$ cat config.mk
export PLATFORM = sky130hd
export DESIGN_NAME = kst_front_flat
export DESIGN_NICKNAME = d
export VERILOG_FILES = /design/src/design/kst_pkg.sv /design/src/design/kst_req_if.sv /design/src/design/kst_front.sv /design/src/flat_wrapper.sv
export SDC_FILE = /design/constraint.sdc
export NUM_CORES = 1
export LEC_CHECK = 0
export BUFFER_PORTS_ARGS = -buffer_cell sky130_fd_sc_hd__buf_2
export CORE_MARGIN = 8
export CORE_UTILIZATION = 52
export DETAILED_ROUTE_END_ITERATION = 12
export PLACE_DENSITY = 0.75
export REMOVE_ABC_BUFFERS = 1
export SLEW_MARGIN = 40
export SYNTH_ARGS = -nofsm -noshare
export SYNTH_HDL_FRONTEND = slang
export SYNTH_SLANG_ARGS = --single-unit
export TNS_END_PERCENT = 10
$ cat constraint.sdc
create_clock -name clock -period 4.39 [get_ports clock]
set_input_delay 0.439 -clock clock [delete_from_list [all_inputs] [get_ports clock]]
set_output_delay 0.439 -clock clock [all_outputs]
set_load 0.1 [all_outputs]
$ cat src/design/kst_pkg.sv
package kst_pkg;

   localparam int unsigned VERTEX_W         = 9;
   localparam int unsigned ID_W             = 16;
   localparam int unsigned WEIGHT_W         = 16;
   localparam int unsigned SUM_W            = 25;
   localparam int unsigned COUNT_W          = 9;
   localparam int unsigned STATUS_W         = 2;
   localparam int unsigned MAX_VERTICES_DEF = 512;
   localparam int unsigned QUEUE_DEPTH      = 2;

   localparam logic [VERTEX_W-1:0] VERTEX_COUNT_RESET = VERTEX_W'(511);
   localparam logic [SUM_W-1:0]    SUM_MAX            = '1;
   localparam logic [COUNT_W-1:0]  COUNT_MAX          = '1;

   typedef enum logic [STATUS_W-1:0] {
      ST_REJECT   = 2'd0,
      ST_TAKEN    = 2'd1,
      ST_COMPLETE = 2'd2,
      ST_RANGE    = 2'd3
   } status_type;

   typedef enum logic [2:0] {
      BK_INIT,
      BK_IDLE,
      BK_CLEAR,
      BK_CHECK,
      BK_READ_TO,
      BK_COMPARE,
      BK_WALK,
      BK_EMIT
   } back_state_type;

   typedef struct packed {
      logic [ID_W-1:0]     edge_id;
      logic [VERTEX_W-1:0] from_vertex;
      logic [VERTEX_W-1:0] to_vertex;
      logic [WEIGHT_W-1:0] edge_weight;
      logic                first_edge;
      logic                last_edge;
      logic                range_ok;
   } edge_item_type;

   typedef struct packed {
      logic init_busy;
   } back_status_type;

   function automatic logic vertex_ok(input logic [VERTEX_W-1:0] v,
                                      input logic [VERTEX_W-1:0] count,
                                      input int unsigned max_vertices);
      return (v != '0) && (v <= count) && (32'(v) < max_vertices);
   endfunction

   function automatic logic [VERTEX_W-1:0] edges_needed(input logic [VERTEX_W-1:0] count);
      return (count > VERTEX_W'(1)) ? count - VERTEX_W'(1) : '0;
   endfunction

endpackage

$ cat src/design/kst_req_if.sv
interface kst_req_if;
   logic                            valid;
   logic                            ready;
   logic [kst_pkg::ID_W-1:0]        edge_id;
   logic [kst_pkg::VERTEX_W-1:0]    from_vertex;
   logic [kst_pkg::VERTEX_W-1:0]    to_vertex;
   logic [kst_pkg::WEIGHT_W-1:0]    edge_weight;
   logic                            first_edge;
   logic                            last_edge;

   modport source (output valid, edge_id, from_vertex, to_vertex, edge_weight,
                   first_edge, last_edge, input ready);
   modport sink (input valid, edge_id, from_vertex, to_vertex, edge_weight,
                 first_edge, last_edge, output ready);
endinterface

$ cat src/design/kst_front.sv
module kst_front #(
   parameter int unsigned MAX_VERTICES = kst_pkg::MAX_VERTICES_DEF
) (
   input  logic                          clock,
   input  logic                          reset,
   kst_req_if.sink                       req_if,
   input  logic [kst_pkg::VERTEX_W-1:0]  vertex_count,
   input  kst_pkg::back_status_type      back_status,
   input  logic                          pop,
   output logic                          head_valid,
   output kst_pkg::edge_item_type        head
);

   localparam int unsigned PTR_W = $clog2(kst_pkg::QUEUE_DEPTH);
   localparam int unsigned CNT_W = $clog2(kst_pkg::QUEUE_DEPTH + 1);

   kst_pkg::edge_item_type entry_ff [kst_pkg::QUEUE_DEPTH];
   logic [PTR_W-1:0] wr_ptr_ff, wr_ptr_in;
   logic [PTR_W-1:0] rd_ptr_ff, rd_ptr_in;
   logic [CNT_W-1:0] count_ff, count_in;
   logic             push;
   logic             take;
   kst_pkg::edge_item_type incoming;

   assign req_if.ready = (count_ff != CNT_W'(kst_pkg::QUEUE_DEPTH)) && !back_status.init_busy;
   assign push = req_if.valid && req_if.ready;
   assign head_valid = (count_ff != '0);
   assign take = pop && head_valid;
   assign head = entry_ff[rd_ptr_ff];

   always_comb begin
      incoming.edge_id     = req_if.edge_id;
      incoming.from_vertex = req_if.from_vertex;
      incoming.to_vertex   = req_if.to_vertex;
      incoming.edge_weight = req_if.edge_weight;
      incoming.first_edge  = req_if.first_edge;
      incoming.last_edge   = req_if.last_edge;
      incoming.range_ok    = kst_pkg::vertex_ok(req_if.from_vertex, vertex_count, MAX_VERTICES)
                             && kst_pkg::vertex_ok(req_if.to_vertex, vertex_count, MAX_VERTICES);
   end

   always_comb begin
      wr_ptr_in = wr_ptr_ff;
      rd_ptr_in = rd_ptr_ff;
      count_in  = count_ff;
      if (push) begin
         wr_ptr_in = (wr_ptr_ff == PTR_W'(kst_pkg::QUEUE_DEPTH - 1)) ? '0 : wr_ptr_ff + 1'b1;
      end
      if (take) begin
         rd_ptr_in = (rd_ptr_ff == PTR_W'(kst_pkg::QUEUE_DEPTH - 1)) ? '0 : rd_ptr_ff + 1'b1;
      end
      if (push && !take) begin
         count_in = count_ff + 1'b1;
      end else if (take && !push) begin
         count_in = count_ff - 1'b1;
      end
   end

   always_ff @(posedge clock) begin
      if (reset) begin
         wr_ptr_ff <= '0;
         rd_ptr_ff <= '0;
         count_ff  <= '0;
      end else begin
         wr_ptr_ff <= wr_ptr_in;
         rd_ptr_ff <= rd_ptr_in;
         count_ff  <= count_in;
      end
   end

   always_ff @(posedge clock) begin
      if (push) begin
         entry_ff[wr_ptr_ff] <= incoming;
      end
   end

endmodule

$ cat src/flat_wrapper.sv
// flat-port wrapper written by rule: the top's interface ports become plain ports
module kst_front_flat 
#(
   parameter int unsigned MAX_VERTICES = kst_pkg::MAX_VERTICES_DEF
)
  (clock, reset, vertex_count, back_status, pop, head_valid, head, req_if_valid, req_if_edge_id, req_if_from_vertex, req_if_to_vertex, req_if_edge_weight, req_if_first_edge, req_if_last_edge, req_if_ready);
  kst_req_if req_if_i ();
  input  logic clock;
  input  logic reset;
  input  logic [kst_pkg::VERTEX_W-1:0] vertex_count;
  input  kst_pkg::back_status_type back_status;
  input  logic pop;
  output logic head_valid;
  output kst_pkg::edge_item_type head;
  input wire logic [$bits(req_if_i.valid)-1:0] req_if_valid;
  input wire logic [$bits(req_if_i.edge_id)-1:0] req_if_edge_id;
  input wire logic [$bits(req_if_i.from_vertex)-1:0] req_if_from_vertex;
  input wire logic [$bits(req_if_i.to_vertex)-1:0] req_if_to_vertex;
  input wire logic [$bits(req_if_i.edge_weight)-1:0] req_if_edge_weight;
  input wire logic [$bits(req_if_i.first_edge)-1:0] req_if_first_edge;
  input wire logic [$bits(req_if_i.last_edge)-1:0] req_if_last_edge;
  output wire logic [$bits(req_if_i.ready)-1:0] req_if_ready;
  assign req_if_i.valid = req_if_valid;
  assign req_if_i.edge_id = req_if_edge_id;
  assign req_if_i.from_vertex = req_if_from_vertex;
  assign req_if_i.to_vertex = req_if_to_vertex;
  assign req_if_i.edge_weight = req_if_edge_weight;
  assign req_if_i.first_edge = req_if_first_edge;
  assign req_if_i.last_edge = req_if_last_edge;
  assign req_if_ready = req_if_i.ready;
  kst_front #(.MAX_VERTICES(MAX_VERTICES)) u_core (.clock(clock), .reset(reset), .req_if(req_if_i), .vertex_count(vertex_count), .back_status(back_status), .pop(pop), .head_valid(head_valid), .head(head));
endmodule
After elaboration in Yosys (flattened, before gate mapping)

Memory sizes are Yosys's and may differ from the RTL's. A register that Yosys moved wholly into a read port is not among the register bits.
Cells that the tools add are included.

$add $sub $neg: 4
Multiply operators: 0
Divide/modulo/power cells: 0
$lt $le $gt $ge: 2
Eq/ne operators: 1
Shifts and indexed selects: 0
Mux-type cells: 8
Bitwise gates (word level): 0
Reductions and logical operators: 15

Operator list:

| operator                                         | number |
|---|---|
| less-or-equal comparator 9 bit                   | 2 |
| nonzero test 9 bit                               | 2 |
| logical AND 1 bit                                | 8 |
| 2-to-1 mux 1 bit                                 | 6 |
| 2-to-1 mux 2 bit                                 | 2 |
| nonzero test 2 bit                               | 2 |
| zero test 1 bit                                  | 3 |
| adder 1 bit, second input constant               | 2 |
| adder 2 x 1 -> 2 bit, second input constant      | 1 |
| != test 2 bit, second input constant             | 1 |
| subtractor 2 x 1 -> 2 bit, second input constant | 1 |

Register bits after elaboration: 4
Bits in latches: 0
Memory bits (writable): 106
Memory bits (read-only): 0
Output and inout bits: 55
Memories: 1

Memories:

| name            | depth | bits a word | read ports | clocked after Yosys merged registers in | write ports | RTL line        | text |
|---|---|---|---|---|---|---|---|
| u_core.entry_ff | 2     | 53          | 1          | 1                                       | 1           | kst_front.sv:17 | `kst_pkg::edge_item_type entry_ff [kst_pkg::QUEUE_DEPTH];` |

Depth between registers and ports, before layout

Depth after elaboration: 7
Depth in mapped cells: 6
Gate-level depth less buffers: 6

Worst setup path before layout

OpenSTA, ideal clock, no wires.

Kind: register -> register
Start: register u_core.count_ff[0]
End: memory u_core.entry_ff[0][0] (netlist name) (enable)
Setup time: 0.470 ns
Data arrival time: 3.152 ns
Data required time: 3.920 ns
Setup slack: 0.768 ns
Cell stages (with the launch flop): 4
Path buffers: 0
Cell sequence: dfxtp_1 inv_2 a211oi_2 nor2b_1

Word-level cells in the longest chain between the ends: 5

Ends and longest elaborated chain:

| item                                   | RTL line        | text |
|---|---|---|
| start, declared                        | kst_front.sv:20 | `logic [CNT_W-1:0] count_ff, count_in;` |
| start signal, assigned                 | kst_front.sv:67 | `count_ff <= count_in;` |
| != test 2 bit                          | kst_front.sv:25 | `assign req_if.ready = (count_ff != CNT_W'(kst_pkg::QUEUE_DEPTH)) && !back_status.init_busy;` |
| logical AND 1 bit                      | kst_front.sv:25 |  |
| logical AND 1 bit                      | kst_front.sv:26 | `assign push = req_if.valid && req_if.ready;` |
| via u_core.push                        | kst_front.sv:21 | `logic push;` |
| 2-to-1 mux 1 bit                       | kst_front.sv:72 | `if (push) begin` |
| 2-to-1 mux 1 bit (implied by the code) | kst_front.sv:73 | `entry_ff[wr_ptr_ff] <= incoming;` |
| end, declared                          | kst_front.sv:17 |  |

The timed path passes the listed nets, and every way through them passes these cells.

==> metrics.txt <==
mapped cell area between 4000 and 5000 µm²; M3 GR Usage about 4%; Synth Area in Compound Gates 2.85%; clock-pin slew on the worst setup and hold paths 0.10 ns; fillers 661; post-synthesis mux area share a little over an eighth; Int Pwr 1.81 mW; hold buffers post-CTS 0; hold violation count in the final report 0; leakage power about 2.1 nW; nets@finish between 400 and 500; global placer's final weighted congestion 0.803; M1 GR Usage a little under a fifth; share of cells above drive strength 1 51.7%; crit path time final 2.48 ns; initial cell density of the core 52.7%; final setup skew 0.00756 ns; WP data required a little under 4 ns; Post-CTS Resized 0; Hold Path Class input pin to register; Final Cycle Share between 50% and 60%; Sequential Power Share 38.0%; Yosys warnings 0; Slew @ Worst Pin around 0.75 ns; CP Capture Type output pin; detailed placement HPWL 6.49 mm; ANT nets after route 0; pin count of the biggest net entering global routing between 40 and 50; Placeable Area between 8000 and 9000 µm²; crit start category register; switching part of the total about 49%; post-synth top area share 70.3%; die footprint 12000 µm²; post-CTS setup buffers 0; simple-gate area share of the yosys netlist under 10%; vias approximately 2600; Mapped Cells 256; Net Switching 1.75 mW; Layout area overhead 20.5%; DRC 0; area post-placement 5290 µm²; crit path kind register to output pin; Rel. slew slack about half; initial antenna violation count 0; syn avg cell area roughly 18 µm²; Clock Power Share between 10% and 20%; grt total ovfl 0; post-synthesis adder-cell area fraction 5.25%; total power divided by cell area roughly 650 nW/µm²; FP Rows 34; Logic pwr share between 40% and 50%; average wire per standard cell 17.6 µm; number of buffers created by CTS 9; WL final between 8 and 9 mm; clk root buf clkbuf_8; detail-routed via count per cell 5.18; GR Layer Usage met2 about a quarter; share of async-settable or async-resettable flops after synthesis 0%; cells taking the most area after synthesis edfxtp_1 (70%), mux2_2 (13%), ha_1 (5.2%); status complete, no violations; crit-path max FO 40; critical path arrival about 2 ns; VDD IR-drop max between 0.0004 and 0.0005 V; setup TNS 0 ns; # clock sinks around 110; register area approximately 3300 µm²; Die H 109 µm; Initial DRC Count between 100 and 150; Max Cap Violations 0; fin area approximately 5500 µm²; TritonCTS clock tree built; largest family of logic cells by synthesized area multiplexers; multi-input logic area about 1200 µm²; GR Util All Layers between 10% and 20%; most used flip-flop cell after synthesis edfxtp_1; clock insertion delay at the later pin of the skew report between 0.3 and 0.4 ns; gr busiest metal met2; largest buffer count on any clock path 2; Post-synth EDFFs 106; vias in the first global route 2684; RSZ-0062 raised after global routing no; global-route wire length before repair 13.3 mm; Seq/Total Area, Yosys between 70 and 80%; Yosys top cell by area edfxtp_1; Port Buf Inserts 120; Distinct cells, synth 33; final setup vio count 0; Clock H-tree levels 3; xor and xnor area share after synthesis less than 1%; Achievable Freq 0.403 GHz; Max Slew Vio Count 0; chip width 109 µm; FF+latch count, synth approximately 110; first drt pass iteration count 4; Ant. Diodes 0; IO Pins between 100 and 150
[logic make-up after synthesis]
logic type,count (synthesis)
AOI/OAI and AO/OA,18
muxes,53
DFF,111
adders and majority gates,19
buffers and inverters,19
xor gates and xnor gates,4
and+or+nand+nor,32
[stage by stage]
stage          utilization [%]  power [mW]  instances  setup WS (ns)  hold WS (ns)
6_report                  63.5        3.56        497           1.91         0.263
5_1_grt                   63.5        3.68        497           1.78         0.239
4_1_cts                   63.5        3.59        497           1.84         0.244
3_5_place_dp              61.5        3.06        482           1.97         0.496
3_3_place_gp              61.3        3.04        481           1.85         0.485
2_1_floorplan                -        2.79        250          0.768         0.472
[Yosys cell counts (all sizes together), types with 2 or more instances]
master,n
ha,19
a21oi,7
inv,12
nor3,3
o21bai,2
dfxtp,5
nand2b,2
buf,5
nor2b,3
nor4,2
edfxtp,106
xor2,3
nand3,7
a21o,2
nand2,2
nor2,8
mux2,53
a211oi,3
o21ai,2
[state kept, by name, indices dropped and copies added, names as in the netlist, named ones only]
register,cells
u_core.entry_ff,106
u_core.count_ff,2
u_core.rd_ptr_ff,1
u_core.wr_ptr_ff,1
[layout by cell type (no fill, tap or decap), types with 2 or more instances in the layout]
master and instances:
a21oi_1 6, a211oi_1 2, inv_1 11, buf_2 120, buf_4 3, clkinv_1 2, clkinvlp_4 3, nor2_1 8
o21ai_0 2, clkbuf_8 9, nand3_1 7, nand2_1 2, a21o_1 2, nor4_1 2, nor3_1 3, ha_1 19
o21bai_1 2, edfxtp_1 106, mux2_2 53, dfxtp_1 4, xor2_1 3, nor2b_1 2
[worst max-delay path, stage by stage, from the launching register on]
cell,delay [ns]
dfxtp_4,0.70
buf_4,0.32
mux2_2,0.37
buf_2,0.30
[final cells by class]
type	instances	share of cell area (%)
flip-flops and latches	111	60.2
multi-input cells	126	21.6
repair buffers	124	11.7
well taps	108	2.48
clock buffers	9	2.27
inverters	13	0.894
clock inverters	6	0.848
[power by group through the flow]
stage / clock [mW] / combinational [mW] / sequential [mW]
floorplan: 0 / 1.43 / 1.37
global placement: 0 / 1.66 / 1.37
detailed placement: 0 / 1.68 / 1.38
CTS: 0.552 / 1.69 / 1.36
global route: 0.587 / 1.73 / 1.37
finish: 0.536 / 1.67 / 1.35
[metal layers]
| layer | up-vias | wire (µm) |
|---|---|---|
| met4 | 0 | 85 |
| met3 | 7 | 647 |
| met2 | 83 | 4180 |
| met1 | 1245 | 3850 |
| met5 | - | 0 |
| li1 | 1238 | - |
[final timing paths]
| kind | startpoint | slack [ns] | endpoint | cells past startpoint |
|---|---|---|---|---|
| max | register | 1.91 | head[41] | 3 |
| min | req_if_edge_id[4] | 0.26 | u_core.entry_ff[1][41]$_DFFE_PP_ | 1 |
| max reg2reg | u_core.count_ff[0]$_SDFFE_PP0P_ | 2.06 | u_core.entry_ff[1][36]$_DFFE_PP_ | 4 |
| min reg2reg | u_core.rd_ptr_ff$_SDFFE_PP0P_ | 0.51 | u_core.rd_ptr_ff$_SDFFE_PP0P_ | 2 |
Note: power is estimated with default switching activity, not from simulation.
